[src/design/cld_pkg.sv]
// shared types, constants and helpers of the content-length deframer
package cld_pkg;

	// default widths and register resets
	localparam int LENGTH_BITS_DEF       = 24;
	localparam int HEADER_COUNT_BITS_DEF = 16;
	localparam int CFG_W                 = 24;
	localparam int HDR_CFG_W             = 16;
	localparam int HDR_RESET             = 8192;
	localparam int BODY_RESET            = 1048576;
	localparam int QUEUE_DEPTH           = 4;

	// configuration register indexes
	localparam logic [0:0] CFG_MAX_HEADER = 1'b0;
	localparam logic [0:0] CFG_MAX_BODY   = 1'b1;

	// characters
	localparam logic [7:0] CH_HT    = 8'h09;
	localparam logic [7:0] CH_LF    = 8'h0A;
	localparam logic [7:0] CH_CR    = 8'h0D;
	localparam logic [7:0] CH_SPACE = 8'h20;
	localparam logic [7:0] CH_COLON = 8'h3A;
	localparam logic [7:0] CH_ZERO  = 8'h30;
	localparam logic [7:0] CH_NINE  = 8'h39;
	localparam logic [7:0] CH_UP_A  = 8'h41;
	localparam logic [7:0] CH_UP_Z  = 8'h5A;
	localparam logic [7:0] CASE_BIT = 8'h20;

	// length of the key "content-length"
	localparam logic [3:0] KEY_LEN = 4'd14;

	typedef enum logic [1:0] {
		PH_HEADER,
		PH_BODY,
		PH_FAILED
	} cld_phase_t;

	typedef enum logic [2:0] {
		LN_START,
		LN_LEAD,
		LN_NAME,
		LN_TRAIL,
		LN_VALUE,
		LN_SKIP
	} cld_line_t;

	typedef enum logic [2:0] {
		KIND_HEADER = 3'd0,
		KIND_BODY   = 3'd1,
		KIND_EMPTY  = 3'd2,
		KIND_ERROR  = 3'd3,
		KIND_DROP   = 3'd4
	} cld_kind_t;

	typedef enum logic [2:0] {
		ERR_NONE      = 3'd0,
		ERR_HDR_BIG   = 3'd1,
		ERR_MALFORMED = 3'd2,
		ERR_DUP       = 3'd3,
		ERR_INVALID   = 3'd4,
		ERR_TOO_LARGE = 3'd5,
		ERR_MISSING   = 3'd6
	} cld_err_t;

	// classified input item
	typedef struct packed {
		logic       close;
		logic [7:0] ch;
		logic [7:0] lower;
		logic       ws;
		logic       colon;
		logic       lf;
		logic       cr;
		logic       digit_ok;
		logic [3:0] digit_val;
	} cld_item_t;

	// result item
	typedef struct packed {
		cld_kind_t  kind;
		logic [7:0] body_byte;
		logic       last;
		cld_err_t   code;
	} cld_result_t;

	// lower-case key character at a position
	function automatic logic [7:0] key_char(input logic [3:0] idx);
		logic [7:0] c;
		unique case (idx)
			4'd0:    c = "c";
			4'd1:    c = "o";
			4'd2:    c = "n";
			4'd3:    c = "t";
			4'd4:    c = "e";
			4'd5:    c = "n";
			4'd6:    c = "t";
			4'd7:    c = "-";
			4'd8:    c = "l";
			4'd9:    c = "e";
			4'd10:   c = "n";
			4'd11:   c = "g";
			4'd12:   c = "t";
			4'd13:   c = "h";
			default: c = 8'h00;
		endcase
		return c;
	endfunction

endpackage

[src/design/content_length_deframer.sv]
// top level of the content-length deframer
// usage
//   input side is a queue: drive req_type and in_byte with push; an item is taken
//   at a clock edge with push high and full low. req_type 0 carries a data byte,
//   req_type 1 closes the link and gives no result item
//   result side is a queue too: while empty is low the oldest result stands on
//   out_kind, body_byte, last_of_message and error_code, and pop takes it
//   configuration: cfg_we with cfg_index 0 writes max_header_bytes, index 1
//   writes max_body_bytes; values are clamped to what the counters hold
// timing
//   one item per cycle while the result queue has room; a taken byte is
//   registered in the item queue, then its result in the result queue, and pop
//   can take it once it stands on the ports. the rate is set by the parser update in the back part
// reset
//   arst_n low empties both queues, loads the register defaults and puts the
//   parser at the start of a header; any error then sticks until reset
// stalls
//   when pop stays low the result queue fills, the back part halts and the
//   input queue fills behind it; full rises once both are full
module content_length_deframer #(
	parameter int LENGTH_BITS       = cld_pkg::LENGTH_BITS_DEF,
	parameter int HEADER_COUNT_BITS = cld_pkg::HEADER_COUNT_BITS_DEF
) (
	input  logic                      clk,
	input  logic                      arst_n,
	input  logic                      cfg_we,
	input  logic [0:0]                cfg_index,
	input  logic [cld_pkg::CFG_W-1:0] cfg_wdata,
	input  logic                      push,
	output logic                      full,
	input  logic                      req_type,
	input  logic [7:0]                in_byte,
	output logic                      empty,
	input  logic                      pop,
	output logic [2:0]                out_kind,
	output logic [7:0]                body_byte,
	output logic                      last_of_message,
	output logic [2:0]                error_code
);

	localparam int ITEM_W = $bits(cld_pkg::cld_item_t);
	localparam int RES_W  = $bits(cld_pkg::cld_result_t);

	// front to back queue
	logic                 fq_wr_en;
	cld_pkg::cld_item_t   fq_wr_item;
	logic [ITEM_W-1:0]    fq_rd_data;
	logic                 fq_empty;
	logic                 fq_rd_en;
	cld_pkg::cld_item_t   fq_item;

	// back to result queue
	logic                 rq_full;
	logic                 rq_wr_en;
	cld_pkg::cld_result_t rq_wr_res;
	logic [RES_W-1:0]     rq_rd_data;
	cld_pkg::cld_result_t out_res;

	// classify each byte as it is taken
	cld_front u_front (
		.push     (push),
		.req_type (req_type),
		.in_byte  (in_byte),
		.q_full   (full),
		.q_wr_en  (fq_wr_en),
		.q_item   (fq_wr_item)
	);

	// decouples the classifier from the parser
	cld_queue #(
		.WIDTH (ITEM_W),
		.DEPTH (cld_pkg::QUEUE_DEPTH)
	) u_item_queue (
		.clk     (clk),
		.arst_n  (arst_n),
		.wr_en   (fq_wr_en),
		.wr_data (fq_wr_item),
		.full    (full),
		.rd_en   (fq_rd_en),
		.rd_data (fq_rd_data),
		.empty   (fq_empty)
	);

	assign fq_item = fq_rd_data;

	// parser, length check and body pass-through
	cld_back #(
		.LENGTH_BITS       (LENGTH_BITS),
		.HEADER_COUNT_BITS (HEADER_COUNT_BITS)
	) u_back (
		.clk        (clk),
		.arst_n     (arst_n),
		.cfg_we     (cfg_we),
		.cfg_index  (cfg_index),
		.cfg_wdata  (cfg_wdata),
		.item       (fq_item),
		.item_valid (!fq_empty),
		.item_take  (fq_rd_en),
		.res_full   (rq_full),
		.res_push   (rq_wr_en),
		.res        (rq_wr_res)
	);

	// result queue doubles as the output register
	cld_queue #(
		.WIDTH (RES_W),
		.DEPTH (cld_pkg::QUEUE_DEPTH)
	) u_result_queue (
		.clk     (clk),
		.arst_n  (arst_n),
		.wr_en   (rq_wr_en),
		.wr_data (rq_wr_res),
		.full    (rq_full),
		.rd_en   (pop),
		.rd_data (rq_rd_data),
		.empty   (empty)
	);

	assign out_res         = rq_rd_data;
	assign out_kind        = out_res.kind;
	assign body_byte       = out_res.body_byte;
	assign last_of_message = out_res.last;
	assign error_code      = out_res.code;

endmodule

[src/design/cld_queue.sv]
// small first-word-fall-through queue on registers
module cld_queue #(
	parameter int WIDTH = 8,
	parameter int DEPTH = cld_pkg::QUEUE_DEPTH
) (
	input  logic             clk,
	input  logic             arst_n,
	input  logic             wr_en,
	input  logic [WIDTH-1:0] wr_data,
	output logic             full,
	input  logic             rd_en,
	output logic [WIDTH-1:0] rd_data,
	output logic             empty
);

	// DEPTH must be a power of two, at least two; the queue does not check it
	localparam int PTR_W = $clog2(DEPTH);

	logic [WIDTH-1:0] mem_q [DEPTH];
	logic [PTR_W-1:0] wr_ptr_q;
	logic [PTR_W-1:0] rd_ptr_q;
	logic [PTR_W:0]   count_q;
	logic             do_wr;
	logic             do_rd;

	assign full    = count_q == (PTR_W + 1)'(DEPTH);
	assign empty   = count_q == '0;
	assign do_wr   = wr_en && !full;
	assign do_rd   = rd_en && !empty;
	assign rd_data = mem_q[rd_ptr_q];

	always_ff @(posedge clk) begin
		if (do_wr) begin
			mem_q[wr_ptr_q] <= wr_data;
		end
	end

	always_ff @(posedge clk or negedge arst_n) begin
		if (!arst_n) begin
			wr_ptr_q <= '0;
			rd_ptr_q <= '0;
			count_q  <= '0;
		end else begin
			if (do_wr) begin
				wr_ptr_q <= wr_ptr_q + PTR_W'(1);
			end
			if (do_rd) begin
				rd_ptr_q <= rd_ptr_q + PTR_W'(1);
			end
			if (do_wr && !do_rd) begin
				count_q <= count_q + (PTR_W + 1)'(1);
			end else if (do_rd && !do_wr) begin
				count_q <= count_q - (PTR_W + 1)'(1);
			end
		end
	end

endmodule

[src/design/cld_front.sv]
// front part: takes input items and classifies each byte
module cld_front (
	input  logic                push,
	input  logic                req_type,
	input  logic [7:0]          in_byte,
	input  logic                q_full,
	output logic                q_wr_en,
	output cld_pkg::cld_item_t  q_item
);

	logic is_upper;

	assign q_wr_en  = push && !q_full;
	assign is_upper = (in_byte >= cld_pkg::CH_UP_A) && (in_byte <= cld_pkg::CH_UP_Z);

	always_comb begin
		q_item.close     = req_type;
		q_item.ch        = in_byte;
		q_item.lower     = is_upper ? (in_byte | cld_pkg::CASE_BIT) : in_byte;
		q_item.ws        = (in_byte == cld_pkg::CH_SPACE) ||
		                   ((in_byte >= cld_pkg::CH_HT) && (in_byte <= cld_pkg::CH_CR));
		q_item.colon     = in_byte == cld_pkg::CH_COLON;
		q_item.lf        = in_byte == cld_pkg::CH_LF;
		q_item.cr        = in_byte == cld_pkg::CH_CR;
		q_item.digit_ok  = (in_byte >= cld_pkg::CH_ZERO) && (in_byte <= cld_pkg::CH_NINE);
		// low nibble of an ascii digit is its value
		q_item.digit_val = in_byte[3:0];
	end

endmodule

[src/design/cld_back.sv]
// back part: header parser, length check and body pass-through
module cld_back #(
	parameter int LENGTH_BITS       = cld_pkg::LENGTH_BITS_DEF,
	parameter int HEADER_COUNT_BITS = cld_pkg::HEADER_COUNT_BITS_DEF
) (
	input  logic                     clk,
	input  logic                     arst_n,
	input  logic                     cfg_we,
	input  logic [0:0]               cfg_index,
	input  logic [cld_pkg::CFG_W-1:0] cfg_wdata,
	input  cld_pkg::cld_item_t       item,
	input  logic                     item_valid,
	output logic                     item_take,
	input  logic                     res_full,
	output logic                     res_push,
	output cld_pkg::cld_result_t     res
);

	localparam int MB_W = (LENGTH_BITS < cld_pkg::CFG_W) ? LENGTH_BITS : cld_pkg::CFG_W;
	localparam int HB_W = (HEADER_COUNT_BITS < cld_pkg::HDR_CFG_W) ?
	                      HEADER_COUNT_BITS : cld_pkg::HDR_CFG_W;
	localparam int HC_W = HB_W + 1;
	localparam int AC_W = MB_W + 1;
	localparam int V_W  = AC_W + 4;
	localparam logic [31:0] HDR_LIMIT = 32'((64'd1 << HEADER_COUNT_BITS) - 64'd1);
	localparam logic [31:0] LEN_LIMIT = 32'((64'd1 << LENGTH_BITS) - 64'd1);
	localparam logic [HB_W-1:0] HDR_RST = HB_W'((32'(cld_pkg::HDR_RESET) > HDR_LIMIT) ?
	                                      HDR_LIMIT : 32'(cld_pkg::HDR_RESET));
	localparam logic [MB_W-1:0] BODY_RST = MB_W'((32'(cld_pkg::BODY_RESET) > LEN_LIMIT) ?
	                                       LEN_LIMIT : 32'(cld_pkg::BODY_RESET));

	logic [HB_W-1:0]     max_hdr_q;
	logic [MB_W-1:0]     max_body_q;
	cld_pkg::cld_phase_t phase_q, phase_d;
	logic [HC_W-1:0]     cnt_q, cnt_d;
	logic [1:0]          term_q, term_d;
	cld_pkg::cld_line_t  line_q, line_d;
	logic [3:0]          idx_q, idx_d;
	logic                match_q, match_d;
	logic [AC_W-1:0]     acc_q, acc_d;
	logic                vf_digit_q, vf_digit_d;
	logic                vf_bad_q, vf_bad_d;
	logic                vf_trail_q, vf_trail_d;
	cld_pkg::cld_err_t   pend_q, pend_d;
	logic                seen_q, seen_d;
	logic [MB_W-1:0]     rem_q, rem_d;

	logic [HB_W-1:0]     hdr_wr;
	logic [MB_W-1:0]     body_wr;
	logic                fire;
	logic [2:0]          m_next;
	logic [HC_W-1:0]     cnt_inc;
	logic [HC_W-1:0]     hdr_excess;
	logic                too_big;
	logic                term_hit;
	cld_pkg::cld_err_t   fail_code;
	logic                success;
	logic                name_hit;
	logic [V_W-1:0]      acc_v;
	logic [AC_W-1:0]     acc_cap;
	logic [AC_W-1:0]     acc_step;
	logic                body_last;
	logic                clr_line;
	logic                clr_hdr;
	logic                set_fail;

	// configuration, clamped to what the counters can hold
	assign hdr_wr  = (32'(cfg_wdata[cld_pkg::HDR_CFG_W-1:0]) > HDR_LIMIT) ?
	                 HDR_LIMIT[HB_W-1:0] : cfg_wdata[HB_W-1:0];
	assign body_wr = (32'(cfg_wdata) > LEN_LIMIT) ? LEN_LIMIT[MB_W-1:0] : cfg_wdata[MB_W-1:0];

	always_ff @(posedge clk or negedge arst_n) begin
		if (!arst_n) begin
			max_hdr_q  <= HDR_RST;
			max_body_q <= BODY_RST;
		end else if (cfg_we) begin
			if (cfg_index == cld_pkg::CFG_MAX_HEADER) begin
				max_hdr_q <= hdr_wr;
			end else begin
				max_body_q <= body_wr;
			end
		end
	end

	assign fire      = item_valid && !res_full;
	assign item_take = fire;
	assign res_push  = fire && !item.close;

	// terminator tracking and header size
	always_comb begin
		m_next = 3'd0;
		if (item.cr) begin
			m_next = (term_q == 2'd2) ? 3'd3 : 3'd1;
		end else if (item.lf && (term_q == 2'd1 || term_q == 2'd3)) begin
			m_next = {1'b0, term_q} + 3'd1;
		end
	end

	assign cnt_inc    = cnt_q + HC_W'(1);
	assign hdr_excess = cnt_inc - HC_W'(m_next);
	assign too_big    = hdr_excess > HC_W'(max_hdr_q);
	assign term_hit   = m_next == 3'd4;

	always_comb begin
		fail_code = cld_pkg::ERR_NONE;
		if (too_big) begin
			fail_code = cld_pkg::ERR_HDR_BIG;
		end else if (term_hit) begin
			if (pend_q != cld_pkg::ERR_NONE) begin
				fail_code = pend_q;
			end else if (!seen_q) begin
				fail_code = cld_pkg::ERR_MISSING;
			end
		end
	end

	assign success   = term_hit && (fail_code == cld_pkg::ERR_NONE);
	assign name_hit  = (idx_q < cld_pkg::KEY_LEN) && (cld_pkg::key_char(idx_q) == item.lower);
	assign body_last = rem_q == MB_W'(1);

	// decimal accumulate, saturated one above the limit
	assign acc_v    = (V_W'(acc_q) << 3) + (V_W'(acc_q) << 1) + V_W'(item.digit_val);
	assign acc_cap  = AC_W'(max_body_q) + AC_W'(1);
	assign acc_step = (acc_v > V_W'(acc_cap)) ? acc_cap : acc_v[AC_W-1:0];

	// next state
	always_comb begin
		phase_d    = phase_q;
		cnt_d      = cnt_q;
		term_d     = term_q;
		line_d     = line_q;
		idx_d      = idx_q;
		match_d    = match_q;
		acc_d      = acc_q;
		vf_digit_d = vf_digit_q;
		vf_bad_d   = vf_bad_q;
		vf_trail_d = vf_trail_q;
		pend_d     = pend_q;
		seen_d     = seen_q;
		rem_d      = rem_q;
		clr_line   = 1'b0;
		clr_hdr    = 1'b0;
		set_fail   = 1'b0;
		if (fire) begin
			if (item.close) begin
				if (phase_q != cld_pkg::PH_FAILED) begin
					phase_d = cld_pkg::PH_FAILED;
					clr_hdr = 1'b1;
					rem_d   = '0;
				end
			end else begin
				unique case (phase_q)
					cld_pkg::PH_BODY: begin
						rem_d = rem_q - MB_W'(1);
						if (body_last) begin
							phase_d = cld_pkg::PH_HEADER;
							clr_hdr = 1'b1;
						end
					end
					cld_pkg::PH_HEADER: begin
						if (fail_code != cld_pkg::ERR_NONE) begin
							phase_d  = cld_pkg::PH_FAILED;
							clr_hdr  = 1'b1;
							set_fail = 1'b1;
							rem_d    = '0;
						end else if (term_hit) begin
							clr_hdr = 1'b1;
							if (rem_q != '0) begin
								phase_d = cld_pkg::PH_BODY;
							end
						end else begin
							term_d = m_next[1:0];
							cnt_d  = cnt_inc;
							if (item.lf) begin
								// end of a header line
								clr_line = 1'b1;
								if (line_q inside {cld_pkg::LN_START, cld_pkg::LN_LEAD,
								                   cld_pkg::LN_NAME, cld_pkg::LN_TRAIL}) begin
									if (pend_q == cld_pkg::ERR_NONE) begin
										pend_d = cld_pkg::ERR_MALFORMED;
									end
								end else if (line_q == cld_pkg::LN_VALUE &&
								             pend_q == cld_pkg::ERR_NONE) begin
									if (seen_q) begin
										pend_d = cld_pkg::ERR_DUP;
									end else if (!vf_digit_q || vf_bad_q) begin
										pend_d = cld_pkg::ERR_INVALID;
									end else if (acc_q > AC_W'(max_body_q)) begin
										pend_d = cld_pkg::ERR_TOO_LARGE;
									end else begin
										seen_d = 1'b1;
										rem_d  = acc_q[MB_W-1:0];
									end
								end
							end else if (line_q inside {cld_pkg::LN_START, cld_pkg::LN_LEAD}) begin
								if (item.colon) begin
									if (line_q == cld_pkg::LN_START &&
									    pend_q == cld_pkg::ERR_NONE) begin
										pend_d = cld_pkg::ERR_MALFORMED;
									end
									line_d = cld_pkg::LN_SKIP;
								end else if (item.ws) begin
									line_d = cld_pkg::LN_LEAD;
								end else begin
									line_d = cld_pkg::LN_NAME;
									if (name_hit) begin
										idx_d = idx_q + 4'd1;
									end else begin
										match_d = 1'b0;
									end
								end
							end else if (line_q inside {cld_pkg::LN_NAME, cld_pkg::LN_TRAIL}) begin
								if (item.colon) begin
									if (match_q && idx_q == cld_pkg::KEY_LEN) begin
										line_d     = cld_pkg::LN_VALUE;
										acc_d      = '0;
										vf_digit_d = 1'b0;
										vf_bad_d   = 1'b0;
										vf_trail_d = 1'b0;
									end else begin
										line_d = cld_pkg::LN_SKIP;
									end
								end else if (item.ws) begin
									line_d = cld_pkg::LN_TRAIL;
								end else begin
									// a second word in the name spoils the match
									if (line_q == cld_pkg::LN_TRAIL) begin
										match_d = 1'b0;
									end
									line_d = cld_pkg::LN_NAME;
									if (name_hit) begin
										idx_d = idx_q + 4'd1;
									end else begin
										match_d = 1'b0;
									end
								end
							end else if (line_q == cld_pkg::LN_VALUE) begin
								if (item.ws) begin
									if (vf_digit_q) begin
										vf_trail_d = 1'b1;
									end
								end else if (item.digit_ok) begin
									if (vf_trail_q) begin
										vf_bad_d = 1'b1;
									end else begin
										acc_d      = acc_step;
										vf_digit_d = 1'b1;
									end
								end else begin
									vf_bad_d = 1'b1;
								end
							end
						end
					end
					default: begin
					end
				endcase
			end
		end
		if (clr_hdr) begin
			cnt_d    = '0;
			term_d   = 2'd0;
			pend_d   = cld_pkg::ERR_NONE;
			seen_d   = 1'b0;
			clr_line = 1'b1;
		end
		if (set_fail) begin
			pend_d = fail_code;
		end
		if (clr_line) begin
			line_d     = cld_pkg::LN_START;
			idx_d      = 4'd0;
			match_d    = 1'b1;
			acc_d      = '0;
			vf_digit_d = 1'b0;
			vf_bad_d   = 1'b0;
			vf_trail_d = 1'b0;
		end
	end

	// result of the item in hand
	always_comb begin
		res.kind      = cld_pkg::KIND_HEADER;
		res.body_byte = 8'h00;
		res.last      = 1'b0;
		res.code      = cld_pkg::ERR_NONE;
		unique case (phase_q)
			cld_pkg::PH_FAILED: begin
				res.kind = cld_pkg::KIND_DROP;
				res.code = pend_q;
			end
			cld_pkg::PH_BODY: begin
				res.kind      = cld_pkg::KIND_BODY;
				res.body_byte = item.ch;
				res.last      = body_last;
			end
			cld_pkg::PH_HEADER: begin
				if (fail_code != cld_pkg::ERR_NONE) begin
					res.kind = cld_pkg::KIND_ERROR;
					res.code = fail_code;
				end else if (success && rem_q == '0) begin
					res.kind = cld_pkg::KIND_EMPTY;
					res.last = 1'b1;
				end
			end
			default: begin
			end
		endcase
	end

	always_ff @(posedge clk or negedge arst_n) begin
		if (!arst_n) begin
			phase_q    <= cld_pkg::PH_HEADER;
			cnt_q      <= '0;
			term_q     <= 2'd0;
			line_q     <= cld_pkg::LN_START;
			idx_q      <= 4'd0;
			match_q    <= 1'b1;
			acc_q      <= '0;
			vf_digit_q <= 1'b0;
			vf_bad_q   <= 1'b0;
			vf_trail_q <= 1'b0;
			pend_q     <= cld_pkg::ERR_NONE;
			seen_q     <= 1'b0;
			rem_q      <= '0;
		end else begin
			phase_q    <= phase_d;
			cnt_q      <= cnt_d;
			term_q     <= term_d;
			line_q     <= line_d;
			idx_q      <= idx_d;
			match_q    <= match_d;
			acc_q      <= acc_d;
			vf_digit_q <= vf_digit_d;
			vf_bad_q   <= vf_bad_d;
			vf_trail_q <= vf_trail_d;
			pend_q     <= pend_d;
			seen_q     <= seen_d;
			rem_q      <= rem_d;
		end
	end

	a_body_remaining: assert property (@(posedge clk) disable iff (!arst_n)
		phase_q == cld_pkg::PH_BODY |-> rem_q != '0)
		else $error("body phase with nothing left to pass");

	a_failed_cleared: assert property (@(posedge clk) disable iff (!arst_n)
		phase_q == cld_pkg::PH_FAILED |-> (line_q == cld_pkg::LN_START && cnt_q == '0 &&
		                                   !seen_q && term_q == 2'd0))
		else $error("parser state left over after failure");

	a_error_sticks: assert property (@(posedge clk) disable iff (!arst_n)
		(res_push && res.kind == cld_pkg::KIND_ERROR) |=>
		(phase_q == cld_pkg::PH_FAILED && pend_q != cld_pkg::ERR_NONE))
		else $error("reported error did not stick");

	a_term_in_count: assert property (@(posedge clk) disable iff (!arst_n)
		HC_W'(term_q) <= cnt_q)
		else $error("terminator match longer than header");

endmodule
[config.mk]
export PLATFORM = sky130hd
export DESIGN_NAME = content_length_deframer
export DESIGN_NICKNAME = d
export VERILOG_FILES = /design/src/design/cld_pkg.sv /design/src/design/content_length_deframer.sv /design/src/design/cld_queue.sv /design/src/design/cld_front.sv /design/src/design/cld_back.sv
export SDC_FILE = /design/constraint.sdc
export NUM_CORES = 1
export LEC_CHECK = 0
export BUFFER_PORTS_ARGS = -buffer_cell sky130_fd_sc_hd__buf_2
export CAP_MARGIN = 10
export CORE_MARGIN = 3
export CORE_UTILIZATION = 60
export CTS_CLUSTER_SIZE = 28
export DETAILED_ROUTE_END_ITERATION = 6
export GPL_TIMING_DRIVEN = 0
export MAX_ROUTING_LAYER = met4
export PLACE_DENSITY = 0.77
export SYNTH_ARGS = -nofsm -noshare
export SYNTH_HDL_FRONTEND = slang
export SYNTH_SLANG_ARGS = --single-unit
[constraint.sdc]
create_clock -name clk -period 7.3 [get_ports clk]
set_input_delay 0.365 -clock clk [delete_from_list [all_inputs] [get_ports clk]]
set_output_delay 0.365 -clock clk [all_outputs]
set_load 0.02 [all_outputs]
==> impl_metrics.env, run 1 <==
export IMPL_synth_area_mm2=0.01622
export IMPL_placed_area_mm2=0.01695
export IMPL_synth_edf_count=120
export IMPL_ys_types=78
export IMPL_avgSynthCellArea_um2=10.80
export IMPL_leakage_uw=0.007841
export IMPL_ff2ff_setup_slack_ns=0.37
export IMPL_worstSkewPairLatency_ns=0.56
export IMPL_hold_viol_final=0
export IMPL_synthArstFlopShare=0.5367
export IMPL_hold_class="in -> reg"
export IMPL_core_mm2=0.02628
export IMPL_max_freq_mhz=144.4
export IMPL_synthAdderAreaFrac=0.1142
export IMPL_grt_use_total=0.2732
export IMPL_synth_compound_area_frac=0.1449
export IMPL_cts_tree="yes"
export IMPL_grt_pass1_wl_um=62230
export IMPL_fp_dieW_um=170.4
export IMPL_hpwl_um=27300
export IMPL_cts_buffers=29
export IMPL_syn_inst=1502
export IMPL_finClkSkew_ns=0.01321
export IMPL_dp_cells=1893
export IMPL_core_rowCount=59
export IMPL_cp_max_fo=10
export IMPL_fin_crit_sh=0.9490
export IMPL_ctsRootBufferMaster="clkbuf_16"
export IMPL_postRouteAntennaNets=0
export IMPL_drc_errors=0
export IMPL_postRouteWirelength_um=37820
export IMPL_antenna_found_initial=0
export IMPL_dr_pass1_iters=6
export IMPL_htreeDepth=1
export IMPL_outcome="completed"
export IMPL_initial_core_util=0.6171
export IMPL_final_area_mm2=0.01797
export IMPL_io_pins=56
export IMPL_synth_simple_area_share=0.1316
export IMPL_start_kind="flip-flop"
export IMPL_relSlewSlack=0.4019
export IMPL_ys_seq_elements=259
export IMPL_synth_warnings=0
export IMPL_clkTransAtPathRegs_ns=0.07
export IMPL_synth_fp_nets=1686
export IMPL_cp_required_ns=7.75
export IMPL_crit_arrival_ns=7.38
export IMPL_nets=1774
export IMPL_dieHeight_um=170.4
export IMPL_cts_buffer_depth=3
export IMPL_drive_gt1_frac=0.1525
export IMPL_grt_ovfl_total=0
export IMPL_port_buffers=55
export IMPL_ys_seq_area_frac=0.4369
export IMPL_synth_xor_area_share=0.05077
export IMPL_synth_top_family_by_area="compound AO/OA/AOI/OAI gates"
export IMPL_diodes=0
export IMPL_regArea_mm2=0.007086
export IMPL_finalSetupViolCount=0
export IMPL_clkSinkCount=259
export IMPL_multiInputGateArea_mm2=0.008479
export IMPL_power_per_cell_area_mw_per_mm2=446.6
export IMPL_fin_util=0.6838
export IMPL_vias=11972
export IMPL_path_class="reg -> reg"
export IMPL_synth_top_flop_cell="dfrtp_1"
export IMPL_timing_final_crit_period_ns=6.927
export IMPL_synth_area_mux_share=0.07955
export IMPL_synthToLayoutAreaGrowth_pct=10.82
export IMPL_grt_max_degree=87
export IMPL_drv_slew=0
export IMPL_drt_initial_drc_count=895
export IMPL_end_kind="flip-flop"
export IMPL_wl_per_cell_um=19.42
export IMPL_drv_cap=0
export IMPL_viasPerCell=6.146
export IMPL_post_cts_setup_buffers=0
export IMPL_grt_pass1_vias=12254
export IMPL_place_congestion=0.9098
export IMPL_fill_cells=1982
export IMPL_finalNonFillerCells=1948
export IMPL_ir_drop_uv=292.9
export IMPL_tightest_slew_ns=0.8971
export IMPL_dieArea_mm2=0.02904
## cell type report
cell class	count	area share
tap	335	0.02332
multi-input combinational	1082	0.4718
timing repair buffer	57	0.01775
inverter	99	0.02068
clock buffer	39	0.04581
buffer	62	0.01775
sequential	259	0.3943
clock inverter	15	0.008564
## cells in the mapped netlist (7+ instances only)
cell type	instances	area [um^2]
nand2_1	99	371.6
o31ai_1	23	172.7
nand4_1	26	162.7
mux2_2	35	394.1
dfrtp_1	136	3403
o21a_1	12	90.09
o2bb2ai_2	20	300.3
ha_1	140	1752
nand3_1	36	180.2
nand2b_1	18	112.6
mux2i_1	22	220.2
nor2b_1	13	81.33
a21o_1	31	232.7
xor2_1	31	271.5
a22oi_1	10	75.07
inv_1	99	371.6
and3_1	12	75.07
xnor2_1	63	551.8
and2_1	24	150.1
o211ai_1	7	52.55
a31oi_1	15	93.84
nor2_1	87	326.6
nor3_1	46	230.2
buf_2	9	45.04
nor4_1	12	75.07
clkbuf_1	39	146.4
a21oi_1	66	330.3
mux4_2	30	675.7
o21ai_0	92	460.4
edfxtp_1	120	3603
## per-stage QoR
stage,TNS (ns),setup WS (ns),total power [uW],hold WS (ns)
2_1_floorplan,0,1.431,5361,0.06941
3_3_place_gp,0,0.1617,6348,0.4739
3_5_place_dp,0,0.1191,6483,0.4706
4_1_cts,0,0.002246,8013,0.002793
5_1_grt,-0.06603,-0.02418,8620,0.01931
6_report,0,0.3726,8027,0.01964
## registers in the layout, indices dropped and copies added, names as in the netlist, 2 cells and up
register / cells
u_item_queue.rd_ptr_q: 2
u_item_queue.mem_q: 60
u_back.acc_q: 25
u_back.pend_q: 3
u_back.phase_q: 2
u_back.max_hdr_q: 16
u_back.cnt_q: 17
u_result_queue.count_q: 3
u_item_queue.count_q: 3
u_result_queue.wr_ptr_q: 2
u_back.max_body_q: 24
u_item_queue.wr_ptr_q: 2
u_back.line_q: 3
u_back.rem_q: 24
u_back.term_q: 2
u_result_queue.rd_ptr_q: 2
u_result_queue.mem_q: 60
u_back.idx_q: 4
## layer usage
layer,vias to the layer above,track usage,wire [um]
met5,-,-,0
met4,0,0.08783,1187
met3,90,0.03113,1931
met2,331,0.4502,18300
met1,5818,0.3572,16410
li1,5733,-,-
## critical path: stages (launching register included)
cell	delay, ns
dfrtp_1	0.33
buf_2	0.27
clkbuf_4	0.33
mux4_2	0.62
fa_1	0.40
ha_1	0.35
nor2b_1	0.17
o31ai_1	0.51
a211oi_2	0.21
o2111ai_1	0.38
a21oi_2	0.14
a21o_1	0.19
a21o_1	0.18
xnor2_1	0.25
inv_1	0.09
ha_1	0.31
nand4_1	0.16
nor3_1	0.42
o221ai_1	0.29
nor4b_1	0.21
a41oi_1	0.30
a21oi_4	0.12
buf_2	0.26
mux2i_1	0.24
o2bb2ai_2	0.07
## worst paths after layout
check / startpoint / end / cells past startpoint
worst min-delay path: req_type / u_item_queue.mem_q[0][25]$_DFFE_PP_ / 1
worst max-delay path: u_item_queue.rd_ptr_q[0]$_DFFE_PN0P_ / u_back.acc_q[10]$_DFFE_PN0P_ / 24
worst min register to register: u_back.match_q$_DFFE_PN1P_ / u_back.match_q$_DFFE_PN1P_ / 2
max in group asynchronous: arst_n / u_back.max_hdr_q[13]$_DFFE_PN1P_ / 3
min in group asynchronous: arst_n / u_back.rem_q[23]$_DFFE_PN0P_ / 2
worst max register to register: u_item_queue.rd_ptr_q[0]$_DFFE_PN0P_ / u_back.acc_q[10]$_DFFE_PN0P_ / 24
## timing repair
item                                    4_1_cts  5_1_grt
hold buffers                                  1        0
resized for setup                             0       18
hold endpoints to repair                     83        0
endpoints found under the setup margin        0       69
## logic make-up after synthesis
group           Yosys count
flops                   259
compound gates          338
fa+ha+maj               145
simple gates            418
xor+xnor                 94
mux                      87
buf+inv                 161
## where the power goes
part | internal [uW] | switching (uW) | leakage [uW] | total (uW)
Sequential | 1960 | 281 | 0.00292 | 2240
Clock | 867 | 612 | 0.000483 | 1480
Combinational | 1710 | 2600 | 0.00444 | 4310
## cell usage in the layout (no fill, tap or decap), drive strengths merged, types with 5 or more instances in the layout
master | synthesis | final
o31ai | 23 | 23
nor3 | 47 | 47
and2 | 24 | 24
mux4 | 30 | 30
and4 | 5 | 5
o21a | 12 | 12
dfrtp | 136 | 136
a21o | 31 | 31
a211o | 5 | 5
or4 | 6 | 6
and3 | 12 | 12
clkinv | 0 | 9
o22ai | 7 | 7
nor4 | 13 | 13
xor2 | 31 | 31
nor2 | 89 | 89
a31oi | 15 | 15
or3 | 6 | 6
mux2i | 22 | 22
inv | 99 | 101
o21ai | 92 | 92
a211oi | 5 | 5
clkbuf | 39 | 80
nor4b | 6 | 6
ha | 140 | 140
edfxtp | 120 | 120
nand3 | 36 | 36
nand4 | 26 | 26
xnor2 | 63 | 63
mux2 | 35 | 35
o211ai | 7 | 7
nand2b | 18 | 18
buf | 23 | 77
nor2b | 13 | 13
nand2 | 99 | 99
fa | 5 | 5
a22oi | 10 | 10
o2bb2ai | 25 | 25
or2 | 7 | 7
a21oi | 69 | 69
(Power assumes the default switching activity.)
==> run 2, diff against run 1 <==
--- a/config.mk
+++ b/config.mk
@@ -5,7 +5,7 @@
 export SDC_FILE = /design/constraint.sdc
 export NUM_CORES = 1
 export LEC_CHECK = 0
-export BUFFER_PORTS_ARGS = -buffer_cell sky130_fd_sc_hd__buf_2
+export BUFFER_PORTS_ARGS = -buffer_cell sky130_fd_sc_hd__clkbuf_2
 export CAP_MARGIN = 10
 export CORE_MARGIN = 3
 export CORE_UTILIZATION = 60
==> run 2 against run 1 <==
Compared with the run above:
- combinational power hardly changed
- die area stayed put
- flip-flop and latch count stayed put
- final area is 0.53% lower
- non-clock buffer count is 1 higher
- critical path type unchanged
- largest cell class unchanged
==> impl_metrics.env, run 2 (synthesis gave the netlist of run 1 again) <==
export IMPL_outcome="completed"
export IMPL_diodes=0
export IMPL_clkSinkCount=259
export IMPL_cts_tree="yes"
export IMPL_ctsRootBufferMaster="clkbuf_16"
export IMPL_drc_errors=0
export IMPL_path_delay_family="simple AND/OR/NAND/NOR gates"
export IMPL_path_buf_inv=4
export IMPL_cp_max_fo=10
export IMPL_grt_pass1_vias=11906
export IMPL_hpwl_um=27190
export IMPL_nets=1775
export IMPL_max_freq_mhz=147.4
export IMPL_fin_tns_setup_ns=0
export IMPL_fp_dieW_um=170.4
export IMPL_hold_class="in -> reg"
export IMPL_postRouteAntennaNets=0
export IMPL_ff2ff_setup_slack_ns=0.51
export IMPL_crit_arrival_ns=7.28
export IMPL_post_cts_setup_buffers=0
export IMPL_clkTransAtPathRegs_ns=0.06
export IMPL_grt_ovfl_total=0
export IMPL_io_pins=56
export IMPL_timing_final_crit_period_ns=6.785
export IMPL_dieArea_mm2=0.02904
export IMPL_slowest_delay_ns=0.68
export IMPL_drv_cap=0
export IMPL_drt_initial_drc_count=883
export IMPL_power_per_cell_area_mw_per_mm2=443.7
export IMPL_cts_buffer_depth=3
export IMPL_power_uw=7931
export IMPL_dp_slack_ns=0.1240
export IMPL_worst_path_max_delay_cell="mux4_2"
export IMPL_setup_ws_ns=0.5148
export IMPL_relSlewSlack=0.4546
export IMPL_dr_pass1_iters=5
export IMPL_end_kind="flip-flop"
export IMPL_grt_max_degree=103
export IMPL_fill_cells=1955
export IMPL_grt_use_total=0.2689
export IMPL_cts_buffers=29
export IMPL_finClkSkew_ns=0.01101
export IMPL_reg_largest_list="u_item_queue.mem_q (60), u_result_queue.mem_q (60), u_back.acc_q (25)"
export IMPL_cp_required_ns=7.79
export IMPL_hold_viol_final=0
export IMPL_antenna_found_initial=0
export IMPL_start_kind="flip-flop"
export IMPL_postRouteWirelength_um=37430
export IMPL_rsz0062_at_grt="no"
export IMPL_core_mm2=0.02628
export IMPL_drv_slew=0
export IMPL_wl_per_cell_um=19.22
export IMPL_core_rowCount=59
export IMPL_synthToLayoutAreaGrowth_pct=10.23
export IMPL_worstSkewPairLatency_ns=0.56
export IMPL_vias=12065
export IMPL_fin_crit_sh=0.9295
export IMPL_layout_commonest_cell="ha_1"
export IMPL_initial_core_util=0.6171
export IMPL_place_congestion=0.9104
export IMPL_port_buffers=55
export IMPL_grt_pass1_wl_um=61360
export IMPL_path_class="reg -> reg"
export IMPL_tightest_slew_ns=0.8180
export IMPL_viasPerCell=6.194
export IMPL_finalSetupViolCount=0
export IMPL_htreeDepth=1
export IMPL_ir_drop_uv=245.2
export IMPL_drive_gt1_frac=0.1432
export IMPL_leakage_uw=0.007794
export IMPL_dieHeight_um=170.4
export IMPL_layout_common_cells="ha_1, dfrtp_1, edfxtp_1"
## run 2: cell types whose count changed in the layout (fill, tap and decap cells not counted), moves of 3 or more
cell	change
clkbuf_2	+53
clkbuf_1	+7
clkinv_2	-3
clkinv_1	+4
buf_2	-54
clkbuf_8	-4
## run 2: final cells by class
| cell class | instances | area (um^2) | area share |
|---|---|---|---|
| flip-flops and latches | 259 | 7086 | 0.3964 |
| clock inverters | 13 | 103.9 | 0.005809 |
| multi-input cells | 1082 | 8469 | 0.4738 |
| repair buffers | 58 | 331.6 | 0.01855 |
| inverters | 99 | 371.6 | 0.02079 |
| well taps | 335 | 419.2 | 0.02345 |
| plain buffers | 62 | 317.8 | 0.01778 |
| clock buffers | 40 | 777.0 | 0.04347 |
## run 2: worst reg2reg max path, cell delays in order, from the launching register on
cell	delay, ns
dfrtp_1	0.31
buf_2	0.26
mux4_2	0.68
o21ai_0	0.17
nor3_1	0.08
a21oi_1	0.30
ha_1	0.30
a21o_1	0.16
a21oi_1	0.29
nand2_1	0.11
nor2_1	0.28
nor4b_1	0.29
a31oi_1	0.09
xnor2_1	0.17
ha_1	0.29
nand2_1	0.06
nor4_1	0.40
a41o_1	0.24
a31oi_1	0.07
or2_1	0.25
mux2i_1	0.36
buf_4	0.26
and4_1	0.27
a21oi_2	0.09
or4_4	0.49
buf_6	0.16
buf_12	0.16
o2bb2ai_2	0.14
## run 2: routing by layer
metal | global-route usage | share of wire | vias up
li1 | - | - | 5728
met1 | 0.3644 | 0.43 | 5885
met2 | 0.4287 | 0.48 | 383
met3 | 0.03647 | 0.059 | 69
met4 | 0.07725 | 0.026 | 0
met5 | - | 0 | -
## run 2: what timing repair did
item	4_1_cts	5_1_grt
endpoints found under the hold margin	40	0
resized for setup	0	13
setup endpoints to repair	0	35
hold buffers	2	0
## run 2: final timing paths
kind | from | end | depth (start not counted)
max in group asynchronous | arst_n | u_back.max_hdr_q[7]$_DFFE_PN0P_ | 3
min reg2reg | u_back.match_q$_DFFE_PN1P_ | u_back.match_q$_DFFE_PN1P_ | 2
max | u_item_queue.rd_ptr_q[0]$_DFFE_PN0P_ | u_back.acc_q[17]$_DFFE_PN0P_ | 27
min in group asynchronous | arst_n | u_back.rem_q[22]$_DFFE_PN0P_ | 2
max reg2reg | u_item_queue.rd_ptr_q[0]$_DFFE_PN0P_ | u_back.acc_q[17]$_DFFE_PN0P_ | 27
min | cfg_wdata[18] | u_back.max_body_q[18]$_DFFE_PN0P_ | 2
## run 2: stage by stage
stage / cells / instance area [um^2] / util / hold slack [ns]
CTS: 1948 / 17850 / 0.6792 / 0.01785
detailed placement: 1893 / 16950 / 0.6449 / 0.3207
global placement: 1892 / 16910 / 0.6435 / 0.4719
finish: 1948 / 17880 / 0.6802 / 0.02801
floorplan: 1502 / 16220 / - / 0.06941
global route: 1948 / 17880 / 0.6802 / 0.02417
## run 2: report_power, final
group / internal, uW / switching (uW)
registers: 1960 / 280
clock network: 779 / 593
logic: 1710 / 2610
